<file path="config.mk">
export PLATFORM = sky130hd
export DESIGN_NAME = icmp_fc_front
export DESIGN_NICKNAME = d
export VERILOG_FILES = /design/src/design/icmp_fc_pkg.sv /design/src/design/icmp_fc_front.sv
export SDC_FILE = /design/constraint.sdc
export NUM_CORES = 1
export LEC_CHECK = 0
export ABC_AREA = 1
export BUFFER_PORTS_ARGS = -buffer_cell sky130_fd_sc_hd__buf_2
export CORE_AREA = 2 2 71 73
export DETAILED_ROUTE_END_ITERATION = 10
export DIE_AREA = 0 0 73 75
export GPL_TIMING_DRIVEN = 0
export PLACE_DENSITY_LB_ADDON = 0.08
export SLEW_MARGIN = 20
export SYNTH_ARGS = -nofsm -noshare
export SYNTH_HDL_FRONTEND = slang
export SYNTH_SLANG_ARGS = --single-unit
</file>
<file path="constraint.sdc">
create_clock -name vclk -period 0.8
set_clock_uncertainty 0.05 [all_clocks]
set_input_delay 0.08 -clock vclk [all_inputs]
set_output_delay 0.08 -clock vclk [all_outputs]
set_load 0.05 [all_outputs]
</file>
<file path="src/design/icmp_fc_pkg.sv">
// Shared types, field widths and codes for the ICMP flood classifier.
package icmp_fc_pkg;

	// Field widths
	localparam int unsigned SLOT_W  = 10;
	localparam int unsigned TIME_W  = 32;
	localparam int unsigned LEN_W   = 17;
	localparam int unsigned TYPE_W  = 8;
	localparam int unsigned ADDR_W  = 32;
	localparam int unsigned CNT_W   = 32;
	localparam int unsigned TOTAL_W = 64;

	// Slot reduction: quotient estimate by a scaled reciprocal
	localparam int unsigned QUO_W       = 10;
	localparam int unsigned RECIP_SHIFT = 20;
	localparam int unsigned RECIP_W     = 21;

	// Request queue between front and back
	localparam int unsigned QUEUE_DEPTH = 4;
	localparam int unsigned QPTR_W      = 2;

	typedef logic [SLOT_W-1:0]          slot_t;
	typedef logic [QUO_W-1:0]           quo_t;
	typedef logic [TIME_W-1:0]          time_t;
	typedef logic [LEN_W-1:0]           len_t;
	typedef logic [TYPE_W-1:0]          icmp_type_t;
	typedef logic [CNT_W-1:0]           cnt_t;
	typedef logic [TOTAL_W-1:0]         total_t;
	typedef logic [RECIP_W-1:0]         recip_t;
	typedef logic [SLOT_W+RECIP_W-1:0]  slot_prod_t;
	typedef logic [2*CNT_W-1:0]         wide_prod_t;
	typedef logic [1:0]                 decision_t;
	typedef logic [2:0]                 kind_t;
	typedef logic [QPTR_W-1:0]          qptr_t;
	typedef logic [QPTR_W:0]            qcount_t;

	// Verdict codes
	localparam decision_t DEC_ACCEPT = 2'd0;
	localparam decision_t DEC_DROP   = 2'd1;
	localparam decision_t DEC_LIMIT  = 2'd2;

	// Attack kinds
	localparam kind_t KIND_NONE     = 3'd0;
	localparam kind_t KIND_FLOOD    = 3'd1;
	localparam kind_t KIND_POD      = 3'd2;
	localparam kind_t KIND_FRAG     = 3'd3;
	localparam kind_t KIND_SMURF    = 3'd4;
	localparam kind_t KIND_REDIRECT = 3'd5;

	// ICMP types of interest
	localparam icmp_type_t TYPE_ECHO_REPLY = 8'd0;
	localparam icmp_type_t TYPE_REDIRECT   = 8'd5;
	localparam icmp_type_t TYPE_ECHO       = 8'd8;

	// Ping-of-death limits and broadcast match
	localparam len_t        MAX_PACKET_LEN  = 17'd65535;
	localparam len_t        MAX_PAYLOAD_LEN = 17'd65500;
	localparam logic [7:0]  BCAST_OCTET     = 8'hFF;

	// Threshold reset value and exact divide-by-ten constants
	localparam cnt_t        THRESHOLD_RESET = 32'd1000;
	localparam cnt_t        DIV10_RECIP     = 32'hCCCCCCCD;
	localparam int unsigned DIV10_SHIFT     = 35;

	// One classified request as it travels through the queue
	typedef struct packed {
		slot_t  slot;
		quo_t   quo;
		time_t  now;
		logic   icmp;
		logic   pod;
		logic   frag;
		logic   redirect;
		logic   smurf;
		logic   other_type;
	} item_t;

endpackage

</file>
<file path="src/design/icmp_fc_front.sv">
// Front end: accepts descriptors, derives the stateless checks and queues them.
module icmp_fc_front #(
	parameter int unsigned SOURCES = 1024
) (
	input  logic                        in_valid,
	output logic                        in_ready,
	input  icmp_fc_pkg::slot_t          source_slot,
	input  icmp_fc_pkg::time_t          now_seconds,
	input  logic                        is_icmp,
	input  icmp_fc_pkg::len_t           packet_length,
	input  icmp_fc_pkg::len_t           payload_length,
	input  logic                        is_fragment,
	input  icmp_fc_pkg::icmp_type_t     icmp_type,
	input  logic                        dest_is_ipv4,
	input  logic [icmp_fc_pkg::ADDR_W-1:0] dest_address,
	input  logic                        busy,
	output logic                        push_valid,
	output icmp_fc_pkg::item_t          push_item,
	input  logic                        push_ready
);

	// floor(2^20 / SOURCES): the quotient estimate is low by at most one
	localparam icmp_fc_pkg::recip_t SLOT_RECIP =
		icmp_fc_pkg::recip_t'((1 << icmp_fc_pkg::RECIP_SHIFT) / SOURCES);

	icmp_fc_pkg::slot_prod_t slot_prod;

	// Handshake: hold off while the tables are being cleared
	assign in_ready   = push_ready && !busy;
	assign push_valid = in_valid && !busy;

	// Quotient estimate of slot / SOURCES
	assign slot_prod = icmp_fc_pkg::slot_prod_t'(source_slot) *
		icmp_fc_pkg::slot_prod_t'(SLOT_RECIP);

	// Stateless classification
	always_comb begin
		push_item.slot     = source_slot;
		push_item.quo      = slot_prod[icmp_fc_pkg::RECIP_SHIFT +: icmp_fc_pkg::QUO_W];
		push_item.now      = now_seconds;
		push_item.icmp     = is_icmp;
		push_item.pod      = (packet_length > icmp_fc_pkg::MAX_PACKET_LEN) ||
			(payload_length > icmp_fc_pkg::MAX_PAYLOAD_LEN);
		push_item.frag     = is_fragment;
		push_item.redirect = (icmp_type == icmp_fc_pkg::TYPE_REDIRECT);
		push_item.smurf    = (icmp_type == icmp_fc_pkg::TYPE_ECHO_REPLY) && dest_is_ipv4 &&
			((dest_address[7:0] == icmp_fc_pkg::BCAST_OCTET) || (dest_address == '1));
		push_item.other_type = (icmp_type != icmp_fc_pkg::TYPE_ECHO) &&
			(icmp_type != icmp_fc_pkg::TYPE_ECHO_REPLY);
	end

endmodule

</file>
# Word level (Yosys, flattened, before mapping)
# Index checks and enable logic that the tools add are counted.
# word_totals
register_bits	0
inputBits	122
word_cells	16
# op_classes
order_cmp	2
eq_ne	4
n_reduce_logical	10
# ops
op	n
$gt 17x16->1 const B	2
$eq 32x32->1 const B	1
$eq 8x3->1 const B	1
$eq 8x8->1 const B	1
$logic_not 8->1	1
$ne 8x4->1 const B	1
$reduce_bool 8->1	1
$logic_and 1x1->1	5
$logic_or 1x1->1	2
$logic_not 1->1	1

# Depth between registers and ports, before layout
# Gate-level depths: netlist of the first run.
# depth
depth_word	3
depth_mapped	6
ltp_nobuf	6

# Least setup slack after synthesis of the first run
# No wires, ideal clock.
# synth_timing
path_type	input to output
from	in icmp_type[5]
to	out push_item[2] in the netlist's numbering
t_arrival_ps	1366
required_ps	670
slack_ps	-696
path_stages	3
n_path_buf	0
path_cell_list	nor2_1 > nand4_1 > nor3_1
# synth_rtl
element	line_no	text
from (decl)	icmp_fc_front.sv:13	input icmp_fc_pkg::icmp_type_t icmp_type,
to (decl)	icmp_fc_front.sv:18	output icmp_fc_pkg::item_t push_item,

==> out/results.ini, run 1 <==
[timing]
setup_slack_ps = -82.6
timing.hold.ws_ps = 411
period_needed_ps = 883
clock.fmax_mhz = 1130
finalSetupViolations = 3
drv_slew = 0
finalCritPeriodShare_pct = 110
rsz0062_at_grt = true
hold_violations = 0

[placement]
place_area_sq_mm = 0.00116
place.port_buffers = 88
place_congestion = 0.676
placed_cells = 239
hpwl_um = 1680
dp_slack_ps = -270

[synth]
synth_commonest_cells = 54 x buf_4, 10 x nand2_1, 9 x nor2_1, 4 x inv_1, 3 x nand4_1
yosysTopAreaCellShare_pct = 71.8
yosys-top-cells-area = buf_4 72%, nand2_1 6.7%, nor2_1 6.0%
synth_xor_area_share_pct = 0
synth.most_common_cell = buf_4
synth_mux_area_share_pct = 0
synth.distinct_cells = 12
synth_largest_area_cell = buf_4
synth_top_family_by_area = buffers and inverters
yosys.area_share.simple_pct = 23.5
syn_area_sq_um = 564
yosys.area_share.adder_pct = 0
synth_cells = 88
yosysWarnings = 0
yosysSeqAreaShare_pct = 0
avgSynthCellArea_sq_um = 6.41
synth-compound-area-share_pct = 1.33

[grt]
grt_antenna_before_repair = 0
grt_max_degree = 3
grtUsageTotal_pct = 4.23
use_met1_pct = 4.24
grt-busiest-layer = met2
grt_overflow_total = 0
grtUsageMet3_pct = 0.669
met2_usage_pct = 9.41
grt_pass1_wl_um = 2050
grt_pass1_vias = 546

[finish]
nFlopsAndLatches = 0
fin_nets = 311
n_antenna_cell = 0
n_fill_cell = 517
stdcell_area_sq_mm = 0.00133
syn_to_final_growth_pct = 135
layout-drive-gt1-share_pct = 85.6
final_util_pct = 28.5
n_clock_buffer = 0
fin_cells = 241
ff_latch_area_sq_um = 0

[setup_path]
worstSetupEndpointType = output pin
worstPathRequired_ps = 670
startpoint_type = input port
crit_start = icmp_type[2]
cp_max_fo = 2
criticalPathCategory = in -> out
critical_path_arrival_ps = 750

[drt]
drt_iter0_markers = 3
routed_wl_um = 1820
route.detailed.drc = 0
vias = 802
via_per_inst = 3.33
wl_per_cell_um = 7.53
ant_nets = 0
drt_pass1_iterations = 2

[floorplanning]
std_cell_rows = 25
die_area_sq_mm = 0.00548
chipWidth_um = 73
start_util_pct = 12.1
num_io_pins = 182
die_h_um = 75
core-area_sq_mm = 0.00466

[worst_hold_path]
hold_path.class = in -> out
hold_start = now_seconds[17]

[outcome]
status = finished, violations left
violations = setup timing

[clock_tree]
cts_hold_buf = 0

[pwr]
p_leak_nw = 0.779
max-vdd-ir-drop_mv = 0.328
powerDensity_mw_per_mm2 = 821

[flow_run]
cap_viol_max_count = 0

[worst paths after layout]
check	end	cells after the start
min	push_item[23]	2
max	push_item[1]	5
[final cells by class]
class	instances	area (sq um)	area share (%)
Buffer	54	405	30.5
Inverter	4	15.0	1.13
Multi-Input combinational cell	39	245	18.5
Tap cell	54	67.6	5.08
Timing Repair Buffer	90	596	44.8
[cells by family (layout without fill, tap and decap cells)]
family	count (synthesis)	in the layout
buf+inv	58	148
compound gates	1	1
other cells	1	10
simple gates	28	28
[per-stage QoR]
step | TNS [ps] | total power (W)
floorplan | -287 | 0.000804
global placement | -678 | 0.00102
detailed placement | -668 | 0.00101
CTS | -205 | 0.00107
global route | -310 | 0.00114
finish | -164 | 0.00109
[where the power goes]
group,total [W],switching [W],internal (W)
logic,0.00109,0.000689,0.000401
clock network,0,0,0
registers,0,0,0
total,0.00109,0.000689,0.000401
[layout by cell type, fill, tap and decap left out]
| cell | instances |
|---|---|
| buf_2 | 68 |
| buf_4 | 54 |
| buf_6 | 20 |
| buf_8 | 2 |
| conb_1 | 10 |
| inv_1 | 4 |
| nand2_1 | 3 |
| nand2_2 | 7 |
| nand3_1 | 1 |
| nand3_4 | 1 |
| nand4_1 | 3 |
| nor2_1 | 5 |
| nor2_2 | 3 |
| nor2_4 | 3 |
| nor3_4 | 2 |
| o21bai_1 | 1 |
[layer usage]
layer	wire length, um	vias up
met2	1010	83
met5	0	-
met1	510	313
met4	0	0
li1	-	406
met3	294	0
[worst max-delay path, stage by stage]
cell and delay [ps]:
buf_6 100, nor3_4 190, nand3_4 100, nor2_4 120
buf_8 150
[repair_timing]
item	CTS	global route
buffers inserted	2	0
endpoints found under the setup margin	4	4
gates resized for setup	25	12
pin swaps	11	4
No activity file was read; power rests on OpenSTA's default activity.
==> run 2, diff against run 1 <==
--- a/config.mk
+++ b/config.mk
@@ -12,7 +12,6 @@
 export DIE_AREA = 0 0 73 75
 export GPL_TIMING_DRIVEN = 0
 export PLACE_DENSITY_LB_ADDON = 0.08
-export SLEW_MARGIN = 20
 export SYNTH_ARGS = -nofsm -noshare
 export SYNTH_HDL_FRONTEND = slang
 export SYNTH_SLANG_ARGS = --single-unit
==> constraint.sdc (replaced) <==
create_clock -name vclk -period 1.1
set_clock_uncertainty 0.05 [all_clocks]
set_input_delay 0.11 -clock vclk [all_inputs]
set_output_delay 0.11 -clock vclk [all_outputs]
set_load 0.05 [all_outputs]
==> run 2 against run 1 <==
The run now ends clean; sequential share of layout area unchanged; hold slack improved by 56 ps; first-iteration DRC count decreased by 100%; clock-buffer cell count unchanged; via count decreased by 0.12%; die area unchanged; cell count decreased by 0.83%; non-clock buffer count decreased by 2; routed wire length decreased by 10%; total power decreased by 33%; core utilization decreased by 4.0 points; critical path type unchanged; largest cell class unchanged; highest routed layer unchanged.
==> out/results.ini, run 2 (synthesis results as in run 1) <==
[outcome]
status = finished clean

[pwr]
netSwitchingFraction_pct = 66.9  ; +3.7 points
p_clk_share_pct = 0  ; unchanged
max-vdd-ir-drop_mv = 0.206  ; -37%
p_comb_share_pct = 100.0  ; about the same
switchingPower_w = 0.000486  ; -29%
power_frac_seq_pct = 0  ; unchanged
p_int_w = 0.000240  ; -40%
p_leak_nw = 0.717  ; -7.9%
powerDensity_mw_per_mm2 = 636  ; -22%

[grt]
use_met1_pct = 4.24  ; unchanged
grt_max_degree = 3  ; unchanged
grt_pass1_wl_um = 2100  ; +2.3%
grt-busiest-layer = met2
grt_antenna_before_repair = 0  ; unchanged
met2_usage_pct = 10.3  ; +0.90 points
grtUsageTotal_pct = 4.37  ; +0.14 points
grt_pass1_vias = 606  ; +11%
grt_overflow_total = 0  ; unchanged
grtUsageMet3_pct = 0.134  ; -0.54 points

[drt]
ant_nets = 0  ; unchanged
drt_pass1_iterations = 1  ; -1
vias = 801  ; -0.12%
route.detailed.drc = 0  ; unchanged
routed_wl_um = 1630  ; -10%
wl_per_cell_um = 6.84  ; -9.2%
drt_iter0_markers = 0  ; -3
via_per_inst = 3.35  ; +0.71%

[finish]
layout_commonest_cell = buf_2
n_fill_cell = 528  ; +2.1%
nFlopsAndLatches = 0  ; unchanged
syn_to_final_growth_pct = 102
multi_input_area_sq_um = 204  ; -17%
n_antenna_cell = 0  ; unchanged
final_cell_mix = 86 x buf_2, 55 x buf_4, 10 x nand2_1, 10 x conb_1, 8 x nor2_1
layout-drive-gt1-share_pct = 80.0  ; -5.6 points
ff_latch_area_sq_um = 0  ; unchanged
fin_cells = 239  ; -0.83%
n_clock_buffer = 0  ; unchanged
fin_nets = 309  ; -0.64%

[placement]
place_congestion = 0.653  ; -3.3%
placed_cells = 239  ; unchanged
hpwl_um = 1640  ; -2.8%
place.port_buffers = 88  ; unchanged

[floorplanning]
start_util_pct = 12.1  ; unchanged
die_h_um = 75  ; unchanged
num_io_pins = 182  ; unchanged
core-area_sq_mm = 0.00466  ; unchanged
std_cell_rows = 25  ; unchanged
chipWidth_um = 73  ; unchanged
die_area_sq_mm = 0.00548  ; unchanged

[worst_hold_path]
holdPathStages = 3  ; +1
hold_end = push_item[2]
hold_start = icmp_type[3]
hold_path.class = in -> out

[timing]
timing.hold.ws_ps = 468  ; +56.1 ps
rsz0062_at_grt = false
hold_violations = 0  ; unchanged
finalCritPeriodShare_pct = 93.7
period_needed_ps = 1030
clock.fmax_mhz = 970
drv_slew = 0  ; unchanged
finalSetupViolations = 0  ; -3

[flow_run]
cap_viol_max_count = 0  ; unchanged

[setup_path]
critical_path_arrival_ps = 870  ; +120 ps
crit_start = icmp_type[7]
criticalPathCategory = in -> out
cp_max_fo = 2  ; unchanged
worstPathRequired_ps = 940  ; +270 ps
worstSetupEndpointType = output pin
startpoint_type = input port

[clock_tree]
cts_hold_buf = 0  ; unchanged

## run 2: cell types whose count changed in the layout (fill, tap and decap cells not counted), sizes merged
| cell | change |
|---|---|
| buf | -2 |
## run 2: how the worst max path moves through the flow
stage | endpoint | cells after the start
CTS | push_item[1] | 6
global route | push_item[2] | 5
floorplan | push_item[2] | 3
global placement | push_item[2] | 5
detailed placement | push_item[2] | 5
finish | push_item[2] | 5
## run 2: worst max-delay path, cell delays in order
cell,delay [ps]
buf_2,100
nor2_2,170
nand4_1,160
nor3_4,140
buf_6,180
## run 2: layout make-up
cell class	count	share of cell area, %
Buffer	54	35.5
Inverter	4	1.32
Timing Repair Buffer	88	39.4
Tap cell	54	5.92
Multi-Input combinational cell	39	17.9
## run 2: power groups by stage
| stage | Clock (W) | Combinational (W) | Sequential, W |
|---|---|---|---|
| global route | 0 | 0.000764 | 0 |
| finish | 0 | 0.000726 | 0 |
| floorplan | 0 | 0.000580 | 0 |
| detailed placement | 0 | 0.000727 | 0 |
| CTS | 0 | 0.000729 | 0 |
| global placement | 0 | 0.000727 | 0 |
## run 2: timing repair
item,CTS,global route
endpoints found under the setup margin,1,2
gates resized for setup,2,3
buffers inserted,0,0
cloned,0,0
pin swaps,0,1
## run 2: per-stage QoR
step           util, %  area, sq um  setup TNS (ps)  power [W]  setup slack (ps)
3_5_place_dp      24.2         1130            -105   0.000727              -105
5_1_grt           24.5         1140               0   0.000764              13.5
2_1_floorplan        -          622               0   0.000580              35.9
4_1_cts           24.3         1130               0   0.000729              35.3
6_report          24.5         1140               0   0.000726              69.2
3_3_place_gp      24.2         1130            -100   0.000727              -100
## run 2: per-layer routing
metal | up-vias | part of all wire (%)
met3 | 0 | 19
met2 | 91 | 53
met4 | 0 | 0
li1 | 400 | -
met5 | - | 0
met1 | 310 | 28
