==> config.mk <==
export PLATFORM = sky130hd
export DESIGN_NAME = icmp_fc_queue
export DESIGN_NICKNAME = d
export VERILOG_FILES = /design/src/design/icmp_fc_pkg.sv /design/src/design/icmp_fc_queue.sv
export SDC_FILE = /design/constraint.sdc
export NUM_CORES = 1
export LEC_CHECK = 0
export BUFFER_PORTS_ARGS = -buffer_cell sky130_fd_sc_hd__buf_2
export CAP_MARGIN = 20
export CORE_ASPECT_RATIO = 1.5
export CORE_UTILIZATION = 55
export CTS_BUF_LIST = sky130_fd_sc_hd__clkbuf_16
export DETAILED_ROUTE_END_ITERATION = 10
export PLACE_DENSITY_LB_ADDON = 0.1
export SETUP_SLACK_MARGIN = 0.4
export SLEW_MARGIN = 40
export SYNTH_ARGS = -nofsm -noshare
export SYNTH_HDL_FRONTEND = slang
export SYNTH_SLANG_ARGS = --single-unit
==> constraint.sdc <==
create_clock -name clk -period 3.2 [get_ports clk]
set_clock_uncertainty 0.15 [all_clocks]
set_input_delay 0.48 -clock clk [delete_from_list [all_inputs] [get_ports clk]]
set_output_delay 0.48 -clock clk [all_outputs]
set_load 0.01 [all_outputs]
==> src/design/icmp_fc_pkg.sv <==
// Shared types, field widths and codes for the ICMP flood classifier.
package icmp_fc_pkg;

	// Field widths
	localparam int unsigned SLOT_W  = 10;
	localparam int unsigned TIME_W  = 32;
	localparam int unsigned LEN_W   = 17;
	localparam int unsigned TYPE_W  = 8;
	localparam int unsigned ADDR_W  = 32;
	localparam int unsigned CNT_W   = 32;
	localparam int unsigned TOTAL_W = 64;

	// Slot reduction: quotient estimate by a scaled reciprocal
	localparam int unsigned QUO_W       = 10;
	localparam int unsigned RECIP_SHIFT = 20;
	localparam int unsigned RECIP_W     = 21;

	// Request queue between front and back
	localparam int unsigned QUEUE_DEPTH = 4;
	localparam int unsigned QPTR_W      = 2;

	typedef logic [SLOT_W-1:0]          slot_t;
	typedef logic [QUO_W-1:0]           quo_t;
	typedef logic [TIME_W-1:0]          time_t;
	typedef logic [LEN_W-1:0]           len_t;
	typedef logic [TYPE_W-1:0]          icmp_type_t;
	typedef logic [CNT_W-1:0]           cnt_t;
	typedef logic [TOTAL_W-1:0]         total_t;
	typedef logic [RECIP_W-1:0]         recip_t;
	typedef logic [SLOT_W+RECIP_W-1:0]  slot_prod_t;
	typedef logic [2*CNT_W-1:0]         wide_prod_t;
	typedef logic [1:0]                 decision_t;
	typedef logic [2:0]                 kind_t;
	typedef logic [QPTR_W-1:0]          qptr_t;
	typedef logic [QPTR_W:0]            qcount_t;

	// Verdict codes
	localparam decision_t DEC_ACCEPT = 2'd0;
	localparam decision_t DEC_DROP   = 2'd1;
	localparam decision_t DEC_LIMIT  = 2'd2;

	// Attack kinds
	localparam kind_t KIND_NONE     = 3'd0;
	localparam kind_t KIND_FLOOD    = 3'd1;
	localparam kind_t KIND_POD      = 3'd2;
	localparam kind_t KIND_FRAG     = 3'd3;
	localparam kind_t KIND_SMURF    = 3'd4;
	localparam kind_t KIND_REDIRECT = 3'd5;

	// ICMP types of interest
	localparam icmp_type_t TYPE_ECHO_REPLY = 8'd0;
	localparam icmp_type_t TYPE_REDIRECT   = 8'd5;
	localparam icmp_type_t TYPE_ECHO       = 8'd8;

	// Ping-of-death limits and broadcast match
	localparam len_t        MAX_PACKET_LEN  = 17'd65535;
	localparam len_t        MAX_PAYLOAD_LEN = 17'd65500;
	localparam logic [7:0]  BCAST_OCTET     = 8'hFF;

	// Threshold reset value and exact divide-by-ten constants
	localparam cnt_t        THRESHOLD_RESET = 32'd1000;
	localparam cnt_t        DIV10_RECIP     = 32'hCCCCCCCD;
	localparam int unsigned DIV10_SHIFT     = 35;

	// One classified request as it travels through the queue
	typedef struct packed {
		slot_t  slot;
		quo_t   quo;
		time_t  now;
		logic   icmp;
		logic   pod;
		logic   frag;
		logic   redirect;
		logic   smurf;
		logic   other_type;
	} item_t;

endpackage

==> src/design/icmp_fc_queue.sv <==
// Short request queue that decouples the front end from the table stage.
module icmp_fc_queue (
	input  logic                clk,
	input  logic                arst_n,
	input  logic                push_valid,
	output logic                push_ready,
	input  icmp_fc_pkg::item_t  push_item,
	output logic                pop_valid,
	input  logic                pop_ready,
	output icmp_fc_pkg::item_t  pop_item
);

	icmp_fc_pkg::item_t   slots_q [icmp_fc_pkg::QUEUE_DEPTH];
	icmp_fc_pkg::qptr_t   wr_ptr_q;
	icmp_fc_pkg::qptr_t   rd_ptr_q;
	icmp_fc_pkg::qcount_t count_q;
	logic                 do_push;
	logic                 do_pop;

	assign push_ready = (count_q != icmp_fc_pkg::qcount_t'(icmp_fc_pkg::QUEUE_DEPTH));
	assign pop_valid  = (count_q != '0);
	assign pop_item   = slots_q[rd_ptr_q];
	assign do_push    = push_valid && push_ready;
	assign do_pop     = pop_valid && pop_ready;

	// Pointers and fill level
	always_ff @(posedge clk or negedge arst_n) begin
		if (!arst_n) begin
			wr_ptr_q <= '0;
			rd_ptr_q <= '0;
			count_q  <= '0;
		end else begin
			if (do_push) begin
				wr_ptr_q <= wr_ptr_q + 1'b1;
			end
			if (do_pop) begin
				rd_ptr_q <= rd_ptr_q + 1'b1;
			end
			if (do_push && !do_pop) begin
				count_q <= count_q + 1'b1;
			end else if (do_pop && !do_push) begin
				count_q <= count_q - 1'b1;
			end
		end
	end

	// Entry storage
	always_ff @(posedge clk) begin
		if (do_push) begin
			slots_q[wr_ptr_q] <= push_item;
		end
	end

endmodule

Word-level counts from Yosys, hierarchy flattened
Memories as Yosys holds them, arrays and structs flattened.
Index checks and enable logic that the tools add are counted.
{"block": "classes", "reduce_logical": 8, "n_mux": 4, "eq_ne": 1, "addsub": 4}
{"operator": "two-way mux 3 bit", "count": 2}
{"operator": "adder 2 x 1 -> 2 bit (second input constant)", "count": 2}
{"operator": "logical AND 1 bit", "count": 4}
{"operator": "adder 3 x 1 -> 3 bit (second input constant)", "count": 1}
{"operator": "inequality test 3 bit (second input constant)", "count": 1}
{"operator": "nonzero test 3 bit", "count": 1}
{"operator": "subtractor 3 x 1 -> 3 bit (second input constant)", "count": 1}
{"operator": "logical NOT 1 bit", "count": 2}
{"operator": "two-way mux 1 bit", "count": 2}
{"operator": "nonzero test 2 bit", "count": 1}
{"block": "totals", "out_inout_bits": 60, "wordCells": 21, "reg_bits": 7, "mem_count": 1, "mem_bits_rw": 232, "inputBits": 62}
{"name": "slots_q", "depth": 4, "word_bits": 58, "read_ports": 1, "rd_ports_with_merged_regs": 0, "write_ports": 1, "line": "icmp_fc_queue.sv:13", "rtl": "icmp_fc_pkg::item_t slots_q [icmp_fc_pkg::QUEUE_DEPTH];"}

Depth between registers and ports, before layout
Gate-level depths: netlist of the first run.
{"block": "depth", "ltp_word": 6, "ltp_mapped": 8, "depth_no_buf": 8}

Worst setup path after synthesis of the first run
Ideal clock, no wire load.
{"block": "synth_path", "path_type": "input to register", "startpoint": "in push_valid", "endpoint": "mem slots_q[0][0] in the netlist's numbering (enable)", "stages": 2, "required_time_ps": 2628, "setup_slack_ps": 472, "t_arrival_ps": 2157, "cell_sequence": "a21boi_2 > and2_1"}
{"block": "synth_between", "elab_chain_cells": 3}
{"element": "from (decl)", "line": "icmp_fc_queue.sv:5", "rtl": "input logic push_valid,"}
{"element": "logical AND 1 bit", "line": "icmp_fc_queue.sv:23", "rtl": "assign do_push = push_valid && push_ready;"}
{"element": "two-way mux 1 bit", "line": "icmp_fc_queue.sv:49", "rtl": "if (do_push) begin"}
{"element": "two-way mux 1 bit (implied by the code)", "line": "icmp_fc_queue.sv:50", "rtl": "slots_q[wr_ptr_q] <= push_item;"}
{"element": "to (decl)", "line": "icmp_fc_queue.sv:13"}
Every way passes these cells.

==> results of run 1 <==
cell usage in the layout (no fill, tap or decap):
master         Yosys  layout
nor2_1             2       2
xnor2_1            4       4
buf_4              2       4
ha_1               5       5
clkbuf_16          0      23
nand3_1            1       1
diode_2            0       1
edfxtp_1         232     232
dlygate4sd3_1      0       1
and2_4             0       4
bufinv_16          0       4
inv_1              3       7
fa_1               1       1
or3_1              1       1
mux4_2            58      58
dfrtp_4            0       2
clkinv_1           0       3
nand2_1            2       2
clkinv_2           0       5
buf_2              5     121
xor2_1             2       2
dfrtp_1            7       5
clkinvlp_4         0       1
a21boi_2           1       1
mux2_2             2       2
buf_12             6       6
layer usage:
layer | share of wire, % | wire, um
met1 | 38 | 5750
met2 | 54 | 8080
met5 | 0 | 0
met3 | 5.8 | 873
met4 | 2.4 | 361
power by group:
| part | internal [mW] | switching [mW] |
|---|---|---|
| Sequential | 4.15 | 0.230 |
| Clock | 1.62 | 1.06 |
| Combinational | 1.35 | 1.44 |
| Total | 7.12 | 2.73 |
state kept, by name (all words and copies together), names as in the netlist:
register	count
rd_ptr_q	2
slots_q	232
wr_ptr_q	2
count_q	3
cell type report:
cell class	count	area share [%]
Sequential cell	239	68.3
Multi-Input combinational cell	83	14.7
Timing Repair Buffer	132	7.31
Clock buffer	23	5.50
Tap cell	203	2.43
Clock inverter	17	1.71
Inverter	3	0.108
Antenna cell	1	0.0239
worst reg2reg max path, stage by stage, from the launching register on:
cell     delay, ps
dfrtp_1        430
or3_1          420
nand2_1        150
ha_1           210
inv_1           70
fa_1           380
xor2_1         170
nor2_1         140
xor2_1         160
worst paths after layout:
check | startpoint | end | slack [ps]
worst max-delay path | rd_ptr_q[0] | pop_item[33] | 590
worst min-delay path | push_item[31] | slots_q[1][31] | 40
worst max register to register | count_q[1] | count_q[2] | 850
worst min register to register | count_q[2] | count_q[2] | 390
max in group asynchronous | arst_n | rd_ptr_q[1] | 2510
min in group asynchronous | arst_n | rd_ptr_q[0] | 200
timing repair:
item                       in CTS  in global routing
buffers inserted                2                  0
resized for setup               0                  1
setup endpoints to repair      43                 11
hold endpoints to repair        7                  0
hold buffers                    1                  0
cell families (layout without fill, tap and decap cells):
group,Yosys count,count (layout)
and+or+nand+nor,10,10
AOI/OAI and AO/OA,1,1
adders and majority gates,6,6
DFF,239,239
muxes,60,60
xor gates and xnor gates,6,6
buffers and inverters,17,175
other,0,1
==> out/metrics.csv, run 1 <==
stage;metric;value;unit
yosys;area share of and/or/nand/nor cells after synthesis;0.580;%
place;dpl cells;657;
global_routing;grt met2 use;32.9;%
setup_path;crit path max fanout;32;
yosys;Post-Syn Area;8850;um2
yosys;Synth Area in XOR/XNOR;0.594;%
yosys;most common cell in the synthesized netlist;edfxtp_1;
layout;P&R area growth vs syn;18.3;%
cts;Sink Count;239;
floorplanning;Die ar.;16600;um2
yosys;sequential fraction of the synthesis area;80.7;%
cts;Longest Clk Path Bufs;3;
timing;setup TNS;0;ps
yosys;share of the synthesized area in the top cell type;78.7;%
cts;Worst-Skew Late Latency;490;ps
yosys;FF+latch count, synth;239;
setup_path;crit start category;register;
setup_path;CP top delay family;multiplexers;
pwr;P_leak;3.63;nW
timing;Setup-failing EPs final;0;
cts;Reg clk slew, reported paths;60;ps
global_routing;gr busiest metal;met2;
yosys;Gate Count Post-Synth;339;
yosys;yosys warns;0;
timing;Worst Max-Slew Pin Slew;542;ps
yosys;Distinct cells, synth;19;
timing;f_max;0.383;GHz
floorplanning;num ports;122;
floorplanning;core footprint;15700;um2
timing;post-layout min period;2610;ps
drt;DR vias/cell;5.53;
yosys;Mapped Avg Cell Area;26.1;um2
cts;CTS tree;yes;
place;post-detail-place hpwl;9040;um
setup_path;stages on the worst setup path;3;
setup_path;CP Cell Sequence;buf_12 > mux4_2 > buf_2;
yosys;Syn Nets;407;
drt;DR DRC count;0;
status;outcome;complete, no violations;
place;PortBufs;121;
drt;via count;3878;
timing;Hold Vio Cnt, Final;0;
yosys;post-synthesis compound-gate area fraction;0.127;%
layout;final core utilization;66.7;%
drt;Initial DRT Pass Iterations;6;
layout;Non-Filler Instances;701;
pwr;pwr/cell area;941;nW/um2
yosys;Post-synth top cells;edfxtp_1, mux4_2, dfrtp_1;
floorplanning;row count;56;
pwr;total power;9.85;mW
setup_path;CP endpoint kind;output pin;
global_routing;vias in the first global route;4170;
drt;routed len/inst;21.5;um
setup_path;CP required;2570;ps
place;GP Congestion;0.708;
drt;final wirelength;15100;um
setup_path;Buf+Inv Stages, Crit Path;2;
setup_path;slowest CP cell;mux4_2;
drt;1st-iter DRT viols;195;
cts;clk root buf;clkbuf_16;
timing;Final Max Tran Viols;0;
worst_hold_path;worst min path class;in -> reg;
timing;worst hold slack;44.6;ps
global_routing;met3 usage;3.52;%
drt;Routed Antenna Nets;0;
global_routing;Remaining Overflow, GRT;0;
place;pre-CTS WS;820;ps
layout;Post-layout nets;549;
place;Cell Area, Placed;9690;um2
global_routing;met1 usage;23.1;%
yosys;Synth area leaders;edfxtp_1, mux4_2, dfrtp_1;
yosys;largest family of logic cells by synthesized area;multiplexers;
global_routing;first-pass GRT wire length;22800;um
yosys;ys flop type;edfxtp_1;
layout;Register Area;7150;um2
setup_path;WP data arrival;1980;ps
cts;htree depth;1;
yosys;mux contribution to synthesized area;15.0;%
cts;number of CTS-inserted buffers;22;
floorplanning;floorplan die height;157;um
setup_path;max incr delay on CP;570;ps
layout;fillers;1044;
global_routing;initial antenna violation count;1;
setup_path;critical path class;reg -> out;
job;Max Cap Viol;0;
floorplanning;DIE WIDTH;106;um
layout;area taken by multi-input logic gates;1540;um2
yosys;post-synthesis async set-or-reset flop share;2.93;%
layout;Final Cell Area;10500;um2
layout;share of cells above drive strength 1;46.5;%
setup_path;R2R depth;8;
worst_hold_path;hold path depth;1;
timing;worst setup slack after layout;588;ps
timing;RSZ-0062 raised after global routing;false;
pwr;Max VDD drop;0.582;mV
timing;Slew HR;63.9;%
floorplanning;Initial Util;56.4;%
yosys;Post-Synth Adder-Cell Area;0.933;%
timing;Final period util;81.6;%
global_routing;Tot GR Track Use;18.6;%
global_routing;largest net degree at the start of global routing;33;
yosys;EDFF count, synth;232;
yosys;Synth area leader;edfxtp_1;
(Power assumes the default switching activity.)
==> run 2, diff against run 1 <==
--- a/config.mk
+++ b/config.mk
@@ -5,6 +5,7 @@
 export SDC_FILE = /design/constraint.sdc
 export NUM_CORES = 1
 export LEC_CHECK = 0
+export ABC_AREA = 1
 export BUFFER_PORTS_ARGS = -buffer_cell sky130_fd_sc_hd__buf_2
 export CAP_MARGIN = 20
 export CORE_ASPECT_RATIO = 1.5
==> constraint.sdc (replaced) <==
create_clock -name clk -period 2.65 [get_ports clk]
set_clock_uncertainty 0.15 [all_clocks]
set_input_delay 0.3975 -clock clk [delete_from_list [all_inputs] [get_ports clk]]
set_output_delay 0.3975 -clock clk [all_outputs]
set_load 0.01 [all_outputs]
==> out/metrics.csv, run 2 <==
stage;metric;value;unit;change
yosys;area share of and/or/nand/nor cells after synthesis;8.08;%;+7.5 points
floorplanning;Initial Util;56.6;%;+0.24 points
yosys;yosys warns;0;;unchanged
timing;Final period util;87.4;%;
floorplanning;row count;58;;+3.6%
worst_hold_path;worst min path class;in -> reg;;
timing;post-layout min period;2320;ps;
status;outcome;complete, no violations;;
layout;share of cells above drive strength 1;20.6;%;-26 points
drt;Routed Antenna Nets;0;;unchanged
yosys;Syn Nets;804;;+98%
setup_path;WP data arrival;1770;ps;-210 ps
yosys;Synth area leaders;edfxtp_1, o211ai_1, nand2_1;;
layout;area taken by multi-input logic gates;1780;um2;+16%
pwr;P_leak;4.99;nW;+38%
layout;Register Area;7140;um2;about the same
cts;htree depth;1;;unchanged
place;post-detail-place hpwl;10900;um;+21%
timing;f_max;0.432;GHz;
place;dpl cells;1046;;+59%
layout;Largest regs;slots_q (232), count_q (3);;
yosys;Post-Syn Area;9580;um2;+8.2%
yosys;ys flop type;edfxtp_1;;
timing;worst setup slack after layout;333;ps;-255 ps
cts;Sink Count;239;;unchanged
setup_path;crit start category;register;;
yosys;largest family of logic cells by synthesized area;compound AO/OA/AOI/OAI gates;;
yosys;post-synthesis async set-or-reset flop share;2.93;%;unchanged
global_routing;vias in the first global route;6278;;+51%
setup_path;max incr delay on CP;490;ps;-80 ps
place;PortBufs;121;;unchanged
yosys;EDFF count, synth;232;;unchanged
global_routing;initial antenna violation count;0;;-1
global_routing;largest net degree at the start of global routing;48;;+45%
place;Cell Area, Placed;10500;um2;+8.6%
yosys;most common cell in the synthesized netlist;edfxtp_1;;
place;pre-CTS WS;603;ps;-217 ps
drt;1st-iter DRT viols;333;;+71%
cts;clk root buf;clkbuf_16;;
global_routing;first-pass GRT wire length;31200;um;+36%
layout;ant diodes;0;;-1
place;GP Congestion;0.728;;+2.9%
timing;setup TNS;0;ps;unchanged
layout;max FFs per register;232;;unchanged
drt;DR vias/cell;5.35;;-3.3%
timing;RSZ-0062 raised after global routing;true;;
layout;register bank with the most flops;slots_q;;
floorplanning;core footprint;16900;um2;+7.7%
global_routing;Remaining Overflow, GRT;0;;unchanged
cts;number of CTS-inserted buffers;22;;unchanged
setup_path;CP top delay family;flip-flops;;
yosys;Synth area leader;edfxtp_1;;
drt;final wirelength;20800;um;+38%
floorplanning;num ports;122;;unchanged
cts;Reg clk slew, reported paths;70;ps;about the same
drt;DR DRC count;0;;unchanged
yosys;Gate Count Post-Synth;736;;+120%
timing;Worst Max-Slew Pin Slew;315;ps;-226 ps
cts;Longest Clk Path Bufs;3;;unchanged
yosys;Mapped Avg Cell Area;13.0;um2;-50%
yosys;Post-Synth Adder-Cell Area;0.862;%;-0.071 points
layout;fillers;1152;;+10%
yosys;sequential fraction of the synthesis area;74.6;%;-6.1 points
yosys;FF+latch count, synth;239;;unchanged
pwr;pwr/cell area;1100;nW/um2;+17%
setup_path;Top cell by count, worst path;nand2_1;;
layout;final core utilization;71.8;%;+5.1 points
layout;most frequent cells in the layout;edfxtp_1, nand2_1, inv_1, buf_2, o211ai_1;;
yosys;Distinct cells, synth;17;;-2
pwr;Max VDD drop;0.743;mV;+28%
setup_path;crit path max fanout;27;;-16%
drt;via count;6212;;+60%
cts;CTS tree;yes;;
timing;Final Max Tran Viols;0;;unchanged
floorplanning;floorplan die height;164;um;+4.0%
setup_path;CP Cell Sequence;inv_16 > buf_16 > nand2_1 > o211ai_1 > nand2_1 > buf_2;;
pwr;total power;13.4;mW;+36%
job;Max Cap Viol;0;;unchanged
drt;Initial DRT Pass Iterations;5;;-1
timing;Setup-failing EPs final;0;;unchanged
layout;P&R area growth vs syn;26.8;%;
timing;Slew HR;79.0;%;+15 points
yosys;share of the synthesized area in the top cell type;72.8;%;-6.0 points
layout;commonest non-fill, non-tap cell in the layout;edfxtp_1;;
setup_path;CP required;2100;ps;-470 ps
setup_path;slowest CP cell;dfrtp_2;;
layout;Non-Filler Instances;1161;;+66%
yosys;Synth Area in XOR/XNOR;0.0915;%;-0.50 points
setup_path;Buf+Inv Stages, Crit Path;3;;+1
timing;Hold Vio Cnt, Final;0;;unchanged
timing;worst hold slack;25.5;ps;-19.1 ps
floorplanning;DIE WIDTH;110;um;+3.9%
yosys;Post-synth top cells;edfxtp_1, nand2_1, inv_1;;
yosys;post-synthesis compound-gate area fraction;9.15;%;+9.0 points
layout;Final Cell Area;12100;um2;+16%
cts;Worst-Skew Late Latency;500;ps;about the same
yosys;mux contribution to synthesized area;0;%;-15 points
global_routing;Tot GR Track Use;23.3;%;+4.7 points
setup_path;CP endpoint kind;output pin;;
setup_path;critical path class;reg -> out;;
drt;routed len/inst;17.9;um;-17%
floorplanning;Die ar.;18000;um2;+8.1%
layout;Post-layout nets;1003;;+83%
run 2: cell count changes after synthesis, sizes merged, moves of 4 or more:
| cell | previous run | this run |
|---|---|---|
| nand3 | 1 | 7 |
| o211ai | 0 | 116 |
| nand2 | 2 | 191 |
| and2 | 4 | 0 |
| mux4 | 58 | 0 |
| buf | 14 | 28 |
| inv | 3 | 132 |
| clkbuf | 0 | 10 |
run 2: kinds of logic (layout without fill, tap and decap cells):
| logic type | Yosys count | after routing |
|---|---|---|
| AOI/OAI and AO/OA | 117 | 117 |
| xor gates and xnor gates | 1 | 1 |
| adders and majority gates | 6 | 6 |
| buffers and inverters | 170 | 385 |
| DFF | 239 | 239 |
| and+or+nand+nor | 203 | 203 |
run 2: layer usage:
layer | vias up | wire length (um) | track usage (%)
met4 | 0 | 571 | 10.7
met1 | 3024 | 7870 | 27.4
met3 | 44 | 1170 | 3.95
met2 | 178 | 11200 | 41.1
li1 | 2966 | - | -
met5 | - | 0 | 0
run 2: final cells by class:
cell class                      count  area share [%]
Multi-Input combinational cell    327            14.7
Tap cell                          210            2.16
Clock inverter                     17            1.07
Inverter                          132            4.32
Timing Repair inverter              3           0.258
Sequential cell                   239            58.9
Clock buffer                       23            4.74
Timing Repair Buffer              210            13.9
run 2: worst min-delay path, delay by kind of cell:
kind / cells / cell delay (ps)
and+or+nand+nor: 2 / 140
buffers and inverters: 1 / 120
run 2: timing repair:
action	CTS	global route
setup buffers	4	4
pin swaps	3	0
gates cloned	6	2
setup endpoints to repair	58	58
hold endpoints to repair	239	0
hold buffers	59	0
resized for setup	23	2
run 2: final timing paths:
check	startpoint	end	slack [ps]	cells past startpoint
worst min-delay path	pop_ready	rd_ptr_q[0]	30	3
min in group asynchronous	arst_n	count_q[1]	110	2
worst max register to register	count_q[0]	count_q[1]	580	9
max in group asynchronous	arst_n	rd_ptr_q[1]	2070	2
worst max-delay path	rd_ptr_q[0]	pop_item[19]	330	6
worst min register to register	count_q[2]	count_q[2]	390	2
run 2: report_power, final:
part | internal (mW) | switching (mW)
logic | 1.96 | 3.12
clock network | 1.77 | 1.31
registers | 4.97 | 0.239
total | 8.70 | 4.67
